File: config.mk
export PLATFORM = sky130hd
export DESIGN_NAME = json_comment_stripper_unit
export DESIGN_NICKNAME = d
export VERILOG_FILES = /design/src/sv/jcs_pkg.sv /design/src/sv/json_comment_stripper_unit.sv
export VERILOG_INCLUDE_DIRS = /design/src /design/src/sv
export SDC_FILE = /design/constraint.sdc
export NUM_CORES = 1
export LEC_CHECK = 0
export BUFFER_PORTS_ARGS = -buffer_cell sky130_fd_sc_hd__buf_2
export CAP_MARGIN = 5
export CORE_MARGIN = 8
export CORE_UTILIZATION = 55
export DETAILED_ROUTE_END_ITERATION = 8
export PLACE_DENSITY = 0.78
export SETUP_SLACK_MARGIN = 0.05
export SLEW_MARGIN = 20
export SYNTH_ARGS = -nofsm -noshare
export SYNTH_HDL_FRONTEND = slang
export SYNTH_SLANG_ARGS = --single-unit
File: constraint.sdc
create_clock -name clk_i -period 6.9 [get_ports clk_i]
set_input_delay 1.38 -clock clk_i [delete_from_list [all_inputs] [get_ports clk_i]]
set_output_delay 1.38 -clock clk_i [all_outputs]
set_load 0.05 [all_outputs]
File: src/sv/assert_macros.svh
// Assertion helpers for the comment stripper.
`ifndef ASSERT_MACROS_SVH
`define ASSERT_MACROS_SVH

// Assertion clocked on clk with active-low reset rst_n.
`define ASSERT_CLK(lbl, clk, rst_n, prop) \
  lbl: assert property (@(posedge clk) disable iff (!rst_n) (prop)) \
    else $error("assertion failed");

// Same, with the default clock and reset names of this project.
`define ASSERT_STD(lbl, prop) \
  `ASSERT_CLK(lbl, clk_i, rst_ni, prop)

`endif

File: src/sv/jcs_pkg.sv
// ----------------------------------------------------------------------------
// jcs_pkg
// Types and byte codes of the JSON comment stripper.
// ----------------------------------------------------------------------------
`default_nettype none

package jcs_pkg;

  localparam logic [7:0] CH_BSLASH = 8'h5C;
  localparam logic [7:0] CH_QUOTE  = 8'h22;
  localparam logic [7:0] CH_SLASH  = 8'h2F;
  localparam logic [7:0] CH_STAR   = 8'h2A;
  localparam logic [7:0] CH_LF     = 8'h0A;
  localparam logic [7:0] CH_CR     = 8'h0D;
  localparam logic [7:0] CH_SPACE  = 8'h20;

  // Result buffer depth and its index/count widths.
  localparam int unsigned BUF_DEPTH = 4;
  localparam int unsigned BUF_AW    = $clog2(BUF_DEPTH);
  localparam int unsigned BUF_CW    = $clog2(BUF_DEPTH + 1);

  typedef enum logic [2:0] {
    MODE_NORMAL     = 3'd0,
    MODE_STR        = 3'd1,
    MODE_STR_ESC    = 3'd2,
    MODE_SLASH      = 3'd3,
    MODE_LINE       = 3'd4,
    MODE_BLOCK      = 3'd5,
    MODE_BLOCK_STAR = 3'd6
  } mode_e;

  typedef struct packed {
    logic       last;
    logic [7:0] ch;
  } res_t;

endpackage

`default_nettype wire

File: src/sv/json_comment_stripper_unit.sv
// ----------------------------------------------------------------------------
// json_comment_stripper_unit
// Removes line and block comments from a JSON text streamed one byte per item.
// ----------------------------------------------------------------------------
// Usage:
//   Slave channel s_axis carries the text: tdata = byte, tlast = last byte of
//   the text. Master channel m_axis carries the stripped text: tdata = byte,
//   tlast = final result produced by one input byte.
//   An input item lands in an input register; once the result buffer has
//   room, a small decode of the scan mode and that byte writes zero, one or
//   two results into a four-entry result buffer that drives m_axis.
//   Throughput is one input item per cycle while the result buffer has room.
//   An input byte that releases a held slash yields two results, and the
//   result buffer port reads one result per cycle.
//   When the receiver stalls the buffer fills; the input register stops
//   draining once more than two results wait, and s_axis_tready drops.
//   Reset empties the input register and result buffer and puts the scanner
//   in normal text mode. An item marked tlast returns it to normal mode too.
// ----------------------------------------------------------------------------
`default_nettype none

`include "assert_macros.svh"

module json_comment_stripper_unit
  import jcs_pkg::*;
(
  input  wire logic       clk_i,
  input  wire logic       rst_ni,
  input  wire logic       s_axis_tvalid,
  output logic            s_axis_tready,
  input  wire logic [7:0] s_axis_tdata,   // [7:0] char_in
  input  wire logic       s_axis_tlast,   // is_last
  output logic            m_axis_tvalid,
  input  wire logic       m_axis_tready,
  output logic [7:0]      m_axis_tdata,   // [7:0] char_out
  output logic            m_axis_tlast    // run_last
);

  // Input register
  logic        in_valid_q, in_valid_d;
  logic [7:0]  in_char_q;
  logic        in_last_q;

  mode_e       mode_q, mode_d;

  // Result buffer
  res_t              buf_q [BUF_DEPTH];
  logic [BUF_AW-1:0] wr_ptr_q, wr_ptr_d;
  logic [BUF_AW-1:0] rd_ptr_q, rd_ptr_d;
  logic [BUF_CW-1:0] cnt_q, cnt_d;

  logic        fire;
  logic        pop;
  logic [1:0]  n_res;
  logic [7:0]  r0_ch, r1_ch;
  mode_e       mode_nx;

  // Process the held item only when the buffer can take two results.
  assign fire          = in_valid_q && (cnt_q <= BUF_CW'(BUF_DEPTH - 2));
  assign s_axis_tready = !in_valid_q || fire;
  assign in_valid_d    = (s_axis_tvalid && s_axis_tready) || (in_valid_q && !fire);

  assign m_axis_tvalid = (cnt_q != '0);
  assign pop           = m_axis_tvalid && m_axis_tready;
  assign m_axis_tdata  = buf_q[rd_ptr_q].ch;
  assign m_axis_tlast  = buf_q[rd_ptr_q].last;

  always_comb begin
    n_res   = 2'd0;
    r0_ch   = in_char_q;
    r1_ch   = in_char_q;
    mode_nx = mode_q;
    unique case (mode_q)
      MODE_STR: begin
        n_res = 2'd1;
        if (in_char_q == CH_BSLASH && !in_last_q) begin
          mode_nx = MODE_STR_ESC;
        end else if (in_char_q == CH_QUOTE) begin
          mode_nx = MODE_NORMAL;
        end
      end
      MODE_STR_ESC: begin
        n_res   = 2'd1;
        mode_nx = MODE_STR;
      end
      MODE_SLASH: begin
        if (in_char_q == CH_SLASH) begin
          n_res   = 2'd1;
          r0_ch   = CH_SPACE;
          mode_nx = MODE_LINE;
        end else if (in_char_q == CH_STAR) begin
          n_res   = 2'd1;
          r0_ch   = CH_SPACE;
          mode_nx = MODE_BLOCK;
        end else begin
          // release the held slash ahead of this byte
          n_res   = 2'd2;
          r0_ch   = CH_SLASH;
          mode_nx = (in_char_q == CH_QUOTE) ? MODE_STR : MODE_NORMAL;
        end
      end
      MODE_LINE: begin
        if (in_char_q == CH_LF || in_char_q == CH_CR) begin
          n_res   = 2'd1;
          mode_nx = MODE_NORMAL;
        end
      end
      MODE_BLOCK: begin
        if (in_char_q == CH_STAR) begin
          mode_nx = MODE_BLOCK_STAR;
        end
      end
      MODE_BLOCK_STAR: begin
        if (in_char_q == CH_SLASH) begin
          mode_nx = MODE_NORMAL;
        end else if (in_char_q != CH_STAR) begin
          mode_nx = MODE_BLOCK;
        end
      end
      default: begin
        if (in_char_q == CH_SLASH && !in_last_q) begin
          mode_nx = MODE_SLASH;
        end else begin
          n_res   = 2'd1;
          mode_nx = (in_char_q == CH_QUOTE) ? MODE_STR : MODE_NORMAL;
        end
      end
    endcase
  end

  always_comb begin
    mode_d   = mode_q;
    wr_ptr_d = wr_ptr_q;
    if (fire) begin
      mode_d   = in_last_q ? MODE_NORMAL : mode_nx;
      wr_ptr_d = wr_ptr_q + BUF_AW'(n_res);
    end
    rd_ptr_d = pop ? rd_ptr_q + BUF_AW'(1) : rd_ptr_q;
    cnt_d    = cnt_q + (fire ? BUF_CW'(n_res) : '0) - (pop ? BUF_CW'(1) : '0);
  end

  always_ff @(posedge clk_i or negedge rst_ni) begin
    if (!rst_ni) begin
      in_valid_q <= 1'b0;
      mode_q     <= MODE_NORMAL;
      wr_ptr_q   <= '0;
      rd_ptr_q   <= '0;
      cnt_q      <= '0;
    end else begin
      in_valid_q <= in_valid_d;
      mode_q     <= mode_d;
      wr_ptr_q   <= wr_ptr_d;
      rd_ptr_q   <= rd_ptr_d;
      cnt_q      <= cnt_d;
    end
  end

  // Input payload: load on accept, hold otherwise.
  always_ff @(posedge clk_i) begin
    if (s_axis_tvalid && s_axis_tready) begin
      in_char_q <= s_axis_tdata;
      in_last_q <= s_axis_tlast;
    end
  end

  // Write results; the last one of the item carries tlast.
  always_ff @(posedge clk_i) begin
    if (fire && n_res != 2'd0) begin
      buf_q[wr_ptr_q] <= '{last: (n_res == 2'd1), ch: r0_ch};
      if (n_res == 2'd2) begin
        buf_q[wr_ptr_q + BUF_AW'(1)] <= '{last: 1'b1, ch: r1_ch};
      end
    end
  end

  `ASSERT_STD(a_cnt_bound, cnt_q <= BUF_CW'(BUF_DEPTH))
  `ASSERT_STD(a_ptr_cnt, (cnt_q == '0 || cnt_q == BUF_CW'(BUF_DEPTH)) || (wr_ptr_q != rd_ptr_q))
  `ASSERT_STD(a_last_resets, fire && in_last_q |=> mode_q == MODE_NORMAL)
  `ASSERT_STD(a_held_item, in_valid_q && !fire |=> in_valid_q && $stable(in_char_q))

endmodule

`default_nettype wire

### After elaboration in Yosys (flattened, before gate mapping)

Memory sizes are Yosys's and may differ from the RTL's.
Cells that the tools add are included.
Widths: inputs -> output; s select.

| operators by class | value |
|---|---|
| add/subtract/negate cells | 5 |
| order comparisons | 1 |
| multiplexer cells | 27 |
| eq/ne operators | 19 |
| reductions and logical operators | 18 |

Operators with widths:

| kind | number |
|---|---|
| $mux 3 | 9 |
| $eq 8x6->1 const B | 3 |
| $pmux 3 s6 | 1 |
| $eq 8x4->1 const B | 2 |
| $eq 3x3->1 const B | 3 |
| $mux 1 | 9 |
| $eq 8x7->1 const B | 1 |
| $mux 2 | 4 |
| $mux 4 | 2 |
| $mux 8 | 1 |
| $ne 4x4->1 const B | 2 |
| $ne 8x6->1 const B | 1 |
| $pmux 2 s4 | 1 |
| $logic_and 1x1->1 | 7 |
| $eq 3x2->1 const B | 2 |
| $ne 3x3->1 const B | 2 |
| $reduce_and 5->1 | 1 |
| $add 2x1->2 const B | 2 |
| $reduce_or 2->1 | 2 |
| $add 3x2->3 | 1 |
| $eq 3x1->1 const B | 1 |
| $le 3x2->1 const B | 1 |
| $logic_not 1->1 | 3 |
| $logic_or 1x1->1 | 3 |
| other kinds (6) | 6 |

| word-level totals | value |
|---|---|
| memories | 1 |
| logic and storage cells | 78 |
| RAM bits | 36 |
| input port bits | 13 |
| output and inout port bits | 11 |
| register bits after elaboration | 20 |

Memories:

| name | depth | bits a word | read ports | clocked after Yosys merged registers in | write ports | line | text |
|---|---|---|---|---|---|---|---|
| buf_q | 4 | 9 | 1 | 0 | 2 | json_comment_stripper_unit.sv:47 | `res_t buf_q [BUF_DEPTH];` |

### Logic depth before layout (Yosys ltp)

Gate-level depths: netlist of the first run.

| depth | value |
|---|---|
| word-level depth | 8 |
| depth in mapped cells | 13 |
| gate-level depth less buffers | 11 |

### Worst setup path after synthesis of the first run

OpenSTA, ideal clock, no wires.

| path | value |
|---|---|
| path kind | reg-to-reg |
| start point | register in_char_q[4] |
| end point | register cnt_q[2] |
| slack | 3,672 ps |
| data required time | 6,777 ps |
| path buffers | 1 |
| setup time | 123 ps |
| cell stages (with the launch flop) | 13 |
| clock period less this slack | 3,228 ps |
| arrival time | 3,105 ps |
| cells stage by stage | edfxtp_1 or4b_1 clkbuf_1 a211o_1 a2111o_2 nor2_4 inv_2 ha_1 inv_1 ha_1 fa_1 xnor2_1 xnor2_1 |

| on the way | value |
|---|---|
| word-level cells in the longest chain between the ends | 7 |
| elaborated cells on any way between the ends | 14 |
| classes of those cells | 2 x add/sub; 4 x eq/ne; 6 x mux; 2 x reduce/logical |

Ends and longest elaborated chain:

| element | line | text |
|---|---|---|
| from (decl) | json_comment_stripper_unit.sv:41 | `logic [7:0] in_char_q;` |
| from (signal assigned) | json_comment_stripper_unit.sv:161 | `in_char_q <= s_axis_tdata;` |
| $eq 8x6->1, or another cell as far along | json_comment_stripper_unit.sv:91 | `end else if (in_char_q == CH_STAR) begin` |
| $mux 2, or another cell as far along | json_comment_stripper_unit.sv:91 |  |
| $mux 2, or another cell as far along | json_comment_stripper_unit.sv:87 | `if (in_char_q == CH_SLASH) begin` |
| $pmux 2 s4 (*) | json_comment_stripper_unit.sv:73 | `unique case (mode_q)` |
| $mux 2 (*) | json_comment_stripper_unit.sv:139 | `cnt_d = cnt_q + (fire ? BUF_CW'(n_res) : '0) - (pop ? BUF_CW'(1) : '0);` |
| $add 3x2->3 (*) | json_comment_stripper_unit.sv:139 |  |
| $sub 3x1->3 (*) | json_comment_stripper_unit.sv:139 |  |
| net cnt_d[2] | json_comment_stripper_unit.sv:50 | `logic [BUF_CW-1:0] cnt_q, cnt_d;` |
| to (signal assigned) | json_comment_stripper_unit.sv:154 | `cnt_q <= cnt_d;` |
| to (decl) | json_comment_stripper_unit.sv:50 |  |

The timed path passes the listed nets; every way through them passes the cells marked *.
A chain may end at the register's enable or synchronous reset.

### Worst setup path in the final report of the first run

Same ends and word-level chain as after synthesis.

==> results.toml, run 1 <==
[die]
die_area_um2 = 7900
core_area_um2 = 5110
floorplan.initialDensity_pct = 57.2
placement_rows = 26
die_height_um = 88.9
design.portCount = 24
die_w_um = 88.9

[power_and_ir_drop]
power.internal_w = 0.000711
cellLeakagePower_nw = 1.15
power.clock.fraction_pct = 13.5
reg_power_share_pct = 45.2
p_switching_w = 0.000521
power.ir.vdd_worst_uv = 196
overall_power_after_layout_w = 0.00123
share_comb_of_total_power_pct = 41.3
power_density_nw_per_um2 = 391
swShare_pct = 42.3

[place]
detailed_place_hpwl_um = 4280
worst_setup_slack_before_clock_tree_synthesis_ns = 3.31
port_buffers = 23
globalplace.congestion = 0.879

[synth]
async_reset_ff_share_pct = 19.6
synth_mux_area_share_pct = 8.05
post_synth_xor_area_fraction_pct = 2.10
synth_simple_gate_area_share_pct = 17.2
synth_top_family_by_area = "simple AND/OR/NAND/NOR gates"
post_synth_inst_count = 252
synthesis.area_um2 = 2920
synthFlopType = "edfxtp_1"
synthesis.area_per_instance_um2 = 11.6
yosysWarnings = 0
seq_area_frac_synth_pct = 54.3
synth_adder_area_share_pct = 2.40
synth_compound_area_share_pct = 12.6
synth_enable_flop_cells = 41
synth.ff_latch_count = 56
synth.net_count = 270
ys_types = 56

[timing]
tns_ns = 0
fmax_mhz = 289
worst_slew_pin_slew_ns = 0.816
final-hold-violation-count = 0
rsz0062_at_grt = "no"
finalClockSkew_ns = 0.00475
drv_slew = 0
timing.max_slew.rel_slack_pct = 45.2
finalWorstPathRequiredPeriod_ns = 3.46
final_critical_path_setup_slack_ns = 3.44
final-setup-viol-count = 0
layout_worst_path_cycle_share_pct = 50.1

[clock_tree]
number_of_sinks_handled_by_clock_tree_synthesis = 56
cts.reportedPaths.clkPinSlew_ns = 0.09
clk_path_buf_depth = 2
clk_root_buffer_cell = "clkbuf_8"
postCtsSetupRepairBufs = 0
clock_tree.htree_level_count = 2
cts_repair_resize_count = 0
cts_hold_repair.buffers = 0
tritoncts = "yes"
cts_inserted_buffers = 5
clk_latency_ns = 0.31

[finish]
final_nets = 286
area_growth_pct = 7.79
number_of_antenna_repair_diodes = 0
final_core_util_pct = 61.7
layout-drive-gt1-share_pct = 17.2

[drt]
postRouteWirelength_um = 5570
first_pass_iters = 6
route.detailed.drc = 0
route.vias.total = 1995
ant_nets = 0
routed_via_density = 5.90
drt_iter0_markers = 256
routedWlPerCell_um = 16.5

[grt]
grtUsageTotal_pct = 15.9
wire_length_of_the_first_global_routing_pass_um = 9360
grt_start_max_net_pins = 30
grt_overflow_total = 0
via_count_of_the_first_global_routing_pass = 1910
grt_antenna_before_repair = 0

[worst_hold_path]
path_category_of_the_worst_min_delay_check = "register to register"
hold_path.startpoint = "buf_q[3][8]$_SDFFE_PP1N_"
hold_path_end = "buf_q[3][8]$_SDFFE_PP1N_"
min_delay_path_depth = 2

[critical_path]
worstReg2RegStart = "in_char_q[4]$_DFFE_PP_"
startpoint_type = "register"
worst-r2r-setup-slack_ns = 3.44
endpoint_kind = "register"
criticalPathCategory = "register to register"
ff2ff_path_depth = 11
critical_path_peak_fanout = 7
cp.arrival_ns = 3.69
capture_instance_of_the_worst_register_to_register_path = "cnt_q[2]$_DFF_PN0_"
worstPathRequired_ns = 7.13

[status]
run_status = "finished clean"

[flow_run]
maxCapViolations = 0
==> layout by cell type (no fill, tap or decap), types with 4 or more instances in the layout <==
| master | Yosys | layout |
|---|---|---|
| edfxtp_1 | 41 | 41 |
| nor2_1 | 25 | 25 |
| buf_2 | 0 | 23 |
| nand2_1 | 19 | 19 |
| nor2b_1 | 15 | 15 |
| dfrtp_1 | 11 | 11 |
| a21oi_1 | 10 | 10 |
| inv_1 | 9 | 9 |
| o21ai_0 | 10 | 9 |
| mux4_2 | 9 | 9 |
| o21a_1 | 8 | 8 |
| nand2b_1 | 5 | 5 |
| nor3b_1 | 5 | 5 |
| clkbuf_8 | 0 | 5 |
| o31ai_1 | 4 | 4 |
| xnor2_1 | 4 | 4 |
| ha_1 | 4 | 4 |
| dfxtp_1 | 4 | 4 |
==> metrics by stage <==
step,hold WS (ns),instance area [um^2],std cells
final,0.505,3150,338
after global routing,0.535,3150,338
after CTS,0.494,3150,338
after detailed placement,0.471,3070,331
after global placement,0.468,3070,331
after floorplan,0.433,2920,252
==> area by class of cell <==
type / count / area [um^2]
Fill cell: 439 / 1960
Sequential cell: 56 / 1590
Multi-Input combinational cell: 171 / 1240
Timing Repair Buffer: 23 / 115
Tap cell: 70 / 87.6
Clock buffer: 5 / 68.8
Inverter: 11 / 41.3
Clock inverter: 2 / 12.5
==> flip-flops by register name, indices dropped and copies added (netlist names) <==
register / cells
in_char_q: 8
in_valid_q: 1
wr_ptr_q: 2
cnt_q: 3
mode_q: 3
buf_q: 36
rd_ptr_q: 2
in_last_q: 1
==> layer usage <==
metal | routed length [um] | global-route usage, % | part of all wire [%] | up-vias
met5 | 0 | 0 | 0 | -
met4 | 123 | 5.38 | 2.2 | 0
met3 | 380 | 4.46 | 6.8 | 14
met2 | 2660 | 24.9 | 48 | 73
met1 | 2420 | 20.5 | 43 | 942
li1 | - | - | - | 966
==> Yosys cell counts (5+ instances only) <==
master     n  area share [%]
a21oi_1   10             1.7
clkbuf_1  12             1.5
dfrtp_1   11             9.4
edfxtp_1  41              42
inv_1      9             1.2
mux4_2     9             6.9
nand2_1   19             2.4
nand2b_1   5             1.1
nor2_1    25             3.2
nor2b_1   15             3.2
nor3b_1    5             1.3
o21a_1     8             2.1
o21ai_0   10             1.7
==> worst max-delay path, cell delays in order (launching register included) <==
cell and delay, ns:
edfxtp_1 0.48, or4b_1 0.65, a211o_1 0.30, a2111o_2 0.49, nor2_4 0.17, inv_2 0.09
ha_1 0.28, inv_1 0.04, ha_1 0.18, fa_1 0.39, xnor2_1 0.18, xnor2_1 0.13
==> worst max-delay path by stage <==
stage,to,cells past startpoint,start
after floorplan,cnt_q[2]$_DFF_PN0_,12,in_char_q[4]$_DFFE_PP_
after global placement,cnt_q[2]$_DFF_PN0_,11,in_char_q[4]$_DFFE_PP_
after detailed placement,buf_q[3][1]$_DFFE_PP_,6,in_char_q[4]$_DFFE_PP_
after CTS,buf_q[3][3]$_DFFE_PP_,6,in_char_q[4]$_DFFE_PP_
after global routing,cnt_q[2]$_DFF_PN0_,11,in_char_q[4]$_DFFE_PP_
final,cnt_q[2]$_DFF_PN0_,11,in_char_q[4]$_DFFE_PP_
==> cells by family (layout without fill, tap and decap cells) <==
kind of cell,after synthesis,count (layout)
buffers and inverters,25,41
AOI/OAI and AO/OA,54,54
and+or+nand+nor,93,93
xor gates and xnor gates,7,7
muxes,12,12
adders and majority gates,5,5
DFF,56,56
==> power by group through the flow <==
stage | logic, W | clock network (W) | registers, W
4_1_cts | 0.000513 | 0.000171 | 0.000557
5_1_grt | 0.000552 | 0.000187 | 0.000574
3_5_place_dp | 0.000512 | 0 | 0.000565
6_report | 0.000508 | 0.000167 | 0.000556
3_3_place_gp | 0.000502 | 0 | 0.000561
2_1_floorplan | 0.000473 | 0 | 0.000488
No activity file was read; power rests on OpenSTA's default activity.
==> run 2: changes to the inputs <==
--- a/config.mk
+++ b/config.mk
@@ -9,9 +9,9 @@
 export BUFFER_PORTS_ARGS = -buffer_cell sky130_fd_sc_hd__buf_2
 export CAP_MARGIN = 5
 export CORE_MARGIN = 8
-export CORE_UTILIZATION = 55
+export CORE_UTILIZATION = 54
 export DETAILED_ROUTE_END_ITERATION = 8
-export PLACE_DENSITY = 0.78
+export PLACE_DENSITY = 0.8
 export SETUP_SLACK_MARGIN = 0.05
 export SLEW_MARGIN = 20
 export SYNTH_ARGS = -nofsm -noshare
==> constraint.sdc (replaced) <==
create_clock -name clk_i -period 2.8 [get_ports clk_i]
set_input_delay 0.56 -clock clk_i [delete_from_list [all_inputs] [get_ports clk_i]]
set_output_delay 0.56 -clock clk_i [all_outputs]
set_load 0.05 [all_outputs]
==> results.toml, run 2 (synthesized netlist as in run 1, its figures left out) <==
[grt]
grt.met2_usage_pct = 32.3
wire_length_of_the_first_global_routing_pass_um = 10700
grtUsageTotal_pct = 17.6
grt_antenna_before_repair = 0
grt-busiest-layer = "met2"
grt_start_max_net_pins = 20
met3_usage_pct = 2.94
via_count_of_the_first_global_routing_pass = 2210
grt_overflow_total = 0
met1_usage_pct = 20.6

[die]
die_height_um = 89.6
die_area_um2 = 8020
core_area_um2 = 5170
design.portCount = 24
floorplan.initialDensity_pct = 56.5
die_w_um = 89.6
placement_rows = 26

[status]
failing_checks = "setup timing"
run_status = "finished with violations"

[power_and_ir_drop]
cellLeakagePower_nw = 1.36
reg_power_share_pct = 39.5
swShare_pct = 42.0
share_comb_of_total_power_pct = 46.8
p_switching_w = 0.00140
power_density_nw_per_um2 = 947
power.clock.fraction_pct = 13.7
power.internal_w = 0.00193
power.ir.vdd_worst_uv = 680

[critical_path]
criticalPathCategory = "register to register"
startpoint_type = "register"
cp.arrival_ns = 3.21
cp_cell_sequence = "or4b_1 > a211o_1 > a2111o_2 > nor2_4 > inv_2 > ha_4 > inv_2 > ha_4 > fa_2 > xnor2_2 > xnor2_1"
cp_slowest_cell = "or4b_1"
endpoint_kind = "register"
worst_path_largest_cell_delay_ns = 0.55
critical_path_peak_fanout = 3
worstPathRequired_ns = 3.01

[finish]
area_growth_pct = 20.5
largest_reg_flops = 36
nFillCells = 398
multi_input_comb_area_um2 = 1290
largest_registers = "buf_q x36, in_char_q x8"
registers.top_by_ff_count = "buf_q"
final_nets = 326
commonest_non_fill_non_tap_cells_in_the_layout = "edfxtp_1 (41), buf_4 (40), nor2_1 (23), buf_2 (23), nand2_1 (19)"
number_of_antenna_repair_diodes = 0
register_area_um2 = 1590
layout-drive-gt1-share_pct = 31.4
layout.cells.most_common = "edfxtp_1"
final_core_util_pct = 68.1

[clock_tree]
number_of_sinks_handled_by_clock_tree_synthesis = 56
cts_hold_repair.buffers = 0
clock_tree.htree_level_count = 2
cts_inserted_buffers = 5
tritoncts = "yes"
clk_path_buf_depth = 2
clk_latency_ns = 0.31
clk_root_buffer_cell = "clkbuf_8"
cts.reportedPaths.clkPinSlew_ns = 0.10

[drt]
route.detailed.drc = 0
routedWlPerCell_um = 16.7
postRouteWirelength_um = 6310
route.vias.total = 2160
first_pass_iters = 4
drt_iter0_markers = 223
ant_nets = 0
routed_via_density = 5.70

[timing]
final-setup-viol-count = 2
finalWorstPathRequiredPeriod_ns = 3.01
rsz0062_at_grt = "yes"
final_critical_path_setup_slack_ns = -0.205
fmax_mhz = 333
final-hold-violation-count = 0
timing.max_slew.rel_slack_pct = 57.5
worst_slew_pin_slew_ns = 0.638
layout_worst_path_cycle_share_pct = 107
drv_slew = 0
finalClockSkew_ns = 0.00756
fin_hold_ws_ns = 0.106

[place]
globalplace.congestion = 0.937
port_buffers = 23
detailed_place_hpwl_um = 4920

[flow_run]
maxCapViolations = 0

[worst_hold_path]
path_category_of_the_worst_min_delay_check = "primary input to asynchronous set/reset pin"
run 2: cell types whose count changed in the layout (fill, tap and decap cells not counted), moves of 2 or more:
cell and delta:
buf_4 +40, ha_1 -2, ha_4 +2, nor2_1 -2
run 2: power by group through the flow:
stage / Combinational, W / Sequential, W / Clock [W]
3_5_place_dp: 0.00151 / 0.00134 / 0
3_3_place_gp: 0.00147 / 0.00132 / 0
4_1_cts: 0.00153 / 0.00132 / 0.000467
2_1_floorplan: 0.00120 / 0.00121 / 0
6_report: 0.00156 / 0.00132 / 0.000458
5_1_grt: 0.00171 / 0.00135 / 0.000494
run 2: final timing paths:
check / startpoint / end / slack, ns / cells after the start
worst min register to register: buf_q[3][8]$_SDFFE_PP1N_ / buf_q[3][8]$_SDFFE_PP1N_ / 0.50 / 2
min in group clk_i: s_axis_tlast / in_last_q$_DFFE_PP_ / 0.42 / 1
worst min-delay path: rst_ni / rd_ptr_q[0]$_DFFE_PN0P_ / 0.11 / 1
worst max-delay path: in_char_q[4]$_DFFE_PP_ / cnt_q[2]$_DFF_PN0_ / -0.21 / 11
max in group asynchronous: rst_ni / wr_ptr_q[1]$_DFFE_PN0P_ / 2.48 / 1
worst max register to register: in_char_q[4]$_DFFE_PP_ / cnt_q[2]$_DFF_PN0_ / -0.21 / 11
run 2: per-stage QoR:
stage	setup slack [ns]	instances	TNS (ns)	instance area, um^2	total power (W)
after floorplan	-0.387	252	-2.58	2950	0.00240
after global placement	-0.186	368	-0.249	3370	0.00279
after detailed placement	-0.233	368	-0.766	3370	0.00284
after CTS	-0.188	378	-0.240	3490	0.00332
after global routing	-0.311	379	-0.439	3520	0.00355
final	-0.205	379	-0.250	3520	0.00333
run 2: repair_timing:
action                                  4_1_cts  5_1_grt
resized for setup                             2        7
endpoints found under the setup margin       10       48
cloned                                        0        0
buffers inserted                              2        1
run 2: layout make-up:
class,instances,area share [%]
clock buffers,5,1.95
repair buffers,63,11.8
well taps,70,2.49
multi-input cells,171,36.7
flip-flops and latches,56,45.1
clock inverters,3,0.782
inverters,11,1.17
run 2: critical path: cells and delay by family, from the launching register on:
kind / cells / cell delay (ns)
flip-flops: 1 / 0.41
XOR/XNOR: 2 / 0.27
AO/OA/AOI/OAI: 2 / 0.73
AND/OR/NAND/NOR: 2 / 0.65
adder cells (fa/ha/maj): 3 / 0.75
buffers and inverters: 2 / 0.10
run 2: routing by layer:
layer	vias to the layer above	wire length [um]
met4	0	67
met2	55	3380
met1	1049	2600
met3	8	270
li1	1048	-
met5	-	0
==> run 3: changes to the inputs <==
--- a/config.mk
+++ b/config.mk
@@ -11,6 +11,7 @@
 export CORE_MARGIN = 8
 export CORE_UTILIZATION = 54
 export DETAILED_ROUTE_END_ITERATION = 8
+export GPL_TIMING_DRIVEN = 0
 export PLACE_DENSITY = 0.8
 export SETUP_SLACK_MARGIN = 0.05
 export SLEW_MARGIN = 20
==> results.toml, run 3 (synthesized netlist as in run 1, its figures left out) <==
[drt]
routedWlPerCell_um = 18.9
route.vias.total = 2187
routed_via_density = 5.98
first_pass_iters = 4
route.detailed.drc = 0
drt_iter0_markers = 188
postRouteWirelength_um = 6930
ant_nets = 0

[timing]
finalClockSkew_ns = 0.00293
final-hold-violation-count = 0
final-setup-viol-count = 10
timing.max_slew.rel_slack_pct = 38.1
fmax_mhz = 322
worst_slew_pin_slew_ns = 0.922
finalWorstPathRequiredPeriod_ns = 3.11
final_critical_path_setup_slack_ns = -0.305
layout_worst_path_cycle_share_pct = 111
drv_slew = 0
rsz0062_at_grt = "yes"

[grt]
met1_usage_pct = 20.9
via_count_of_the_first_global_routing_pass = 2274
met3_usage_pct = 3.95
grt.met2_usage_pct = 34.5
grtUsageTotal_pct = 19.0
grt_start_max_net_pins = 18
grt-busiest-layer = "met2"
wire_length_of_the_first_global_routing_pass_um = 11300
grt_overflow_total = 0
grt_antenna_before_repair = 0

[critical_path]
critical-path-top-delay-family = "adder cells"
cp_cell_sequence = "or4b_4 > a211o_1 > a2111o_2 > nor2_4 > inv_4 > ha_4 > inv_2 > ha_4 > fa_2 > xnor2_2 > xnor2_1"
critical_path_peak_fanout = 3
worstReg2RegStart = "in_char_q[4]$_DFFE_PP_"
cp.arrival_ns = 3.31
critical_path_buf_inv_count = 2
worst-r2r-setup-slack_ns = -0.31
cp_slowest_cell = "or4b_4"
endpoint_kind = "register"
worstPathRequired_ns = 3.01
critPathMostFrequentCell = "ha_4"
criticalPathCategory = "register to register"
cp-startpoint = "in_char_q[4]$_DFFE_PP_"
worst_path_largest_cell_delay_ns = 0.55
startpoint_type = "register"

[clock_tree]
tritoncts = "yes"
clock_tree.htree_level_count = 2
cts.reportedPaths.clkPinSlew_ns = 0.10
cts_inserted_buffers = 5
clk_path_buf_depth = 2
clk_root_buffer_cell = "clkbuf_8"
clk_latency_ns = 0.31
number_of_sinks_handled_by_clock_tree_synthesis = 56

[die]
die_w_um = 89.6
placement_rows = 26
floorplan.initialDensity_pct = 56.5
design.portCount = 24
die_height_um = 89.6
die_area_um2 = 8020
core_area_um2 = 5170

[finish]
registers.top_by_ff_count = "buf_q"
final_nets = 313
number_of_antenna_repair_diodes = 0
area_growth_pct = 21.8
largest_reg_flops = 36
commonest_non_fill_non_tap_cells_in_the_layout = "edfxtp_1 (41), buf_2 (24), nor2_1 (22), nand2_1 (17)"
nFillCells = 358
layout-drive-gt1-share_pct = 31.4
layout.cells.most_common = "edfxtp_1"
fin_cells = 366
largest_registers = "buf_q x36, in_char_q x8"

[power_and_ir_drop]
overall_power_after_layout_w = 0.00356
power_density_nw_per_um2 = 1000
power.ir.vdd_worst_uv = 772
cellLeakagePower_nw = 1.31

[status]
failing_checks = "setup timing"
run_status = "finished with violations"

[place]
dp_cells = 345
globalplace.congestion = 0.917
port_buffers = 23
detailed_place_hpwl_um = 4730

[flow_run]
maxCapViolations = 0

[worst_hold_path]
path_category_of_the_worst_min_delay_check = "primary input to asynchronous set/reset pin"
[run 3: changes by cell type in the layout (fill, tap and decap cells not counted), moves of 2 or more]
cell / before / now
nand2b_4: 0 / 2
o21ai_1: 3 / 1
or4b_4: 0 / 2
buf_6: 0 / 2
buf_4: 40 / 15
nor3b_1: 5 / 3
nand2_4: 0 / 2
o31ai_4: 0 / 2
o31ai_1: 3 / 1
nor3b_2: 0 / 2
clkbuf_1: 0 / 9
nand2_1: 19 / 17
nand2b_1: 5 / 3
[run 3: path summary, 6_finish.rpt]
check                      cells after the start                       end
max                                           11        cnt_q[2]$_DFF_PN0_
min                                            1   rd_ptr_q[0]$_DFFE_PN0P_
max reg2reg                                   11        cnt_q[2]$_DFF_PN0_
min reg2reg                                    2  buf_q[1][8]$_SDFFE_PP1N_
max in group asynchronous                      1        cnt_q[0]$_DFF_PN0_
min in group clk_i                             1    in_char_q[1]$_DFFE_PP_
[run 3: routing by layer]
layer	share of wire (%)	wire (um)
met3	5.2	357
met5	0	0
met2	53	3700
met4	2.3	162
met1	39	2710
[run 3: power breakdown]
| part | switching (W) | internal, W |
|---|---|---|
| Sequential | 0.0000982 | 0.00112 |
| Combinational | 0.00114 | 0.000657 |
| Clock | 0.000272 | 0.000271 |
| Total | 0.00151 | 0.00205 |
[run 3: metrics by stage]
stage	TNS [ns]	instance area, um^2	hold WS (ns)	util (%)	worst slack (ns)
3_5_place_dp	-14.29	3150	0.442	61.0	-0.652
5_1_grt	-2.82	3560	0.104	68.8	-0.398
4_1_cts	-5.07	3520	0.101	68.1	-0.500
6_report	-2.06	3560	0.0895	68.8	-0.305
3_3_place_gp	-16.33	3150	0.442	61.0	-0.826
2_1_floorplan	-2.58	2950	0.264	-	-0.387
[run 3: cell type report]
class,instances,area [um^2],share of cell area (%)
clock inverters,2,38.8,1.09
repair buffers,38,228,6.40
well taps,70,87.6,2.46
clock buffers,6,72.6,2.04
flip-flops and latches,56,1590,44.6
inverters,11,45.0,1.27
multi-input cells,172,1440,40.6
plain buffers,11,57.6,1.62
[run 3: timing repair]
item	4_1_cts	5_1_grt
setup buffers	11	4
gates cloned	1	0
gates resized for setup	39	7
hold buffers	0	0
pin swaps	11	9
setup endpoints to repair	72	68
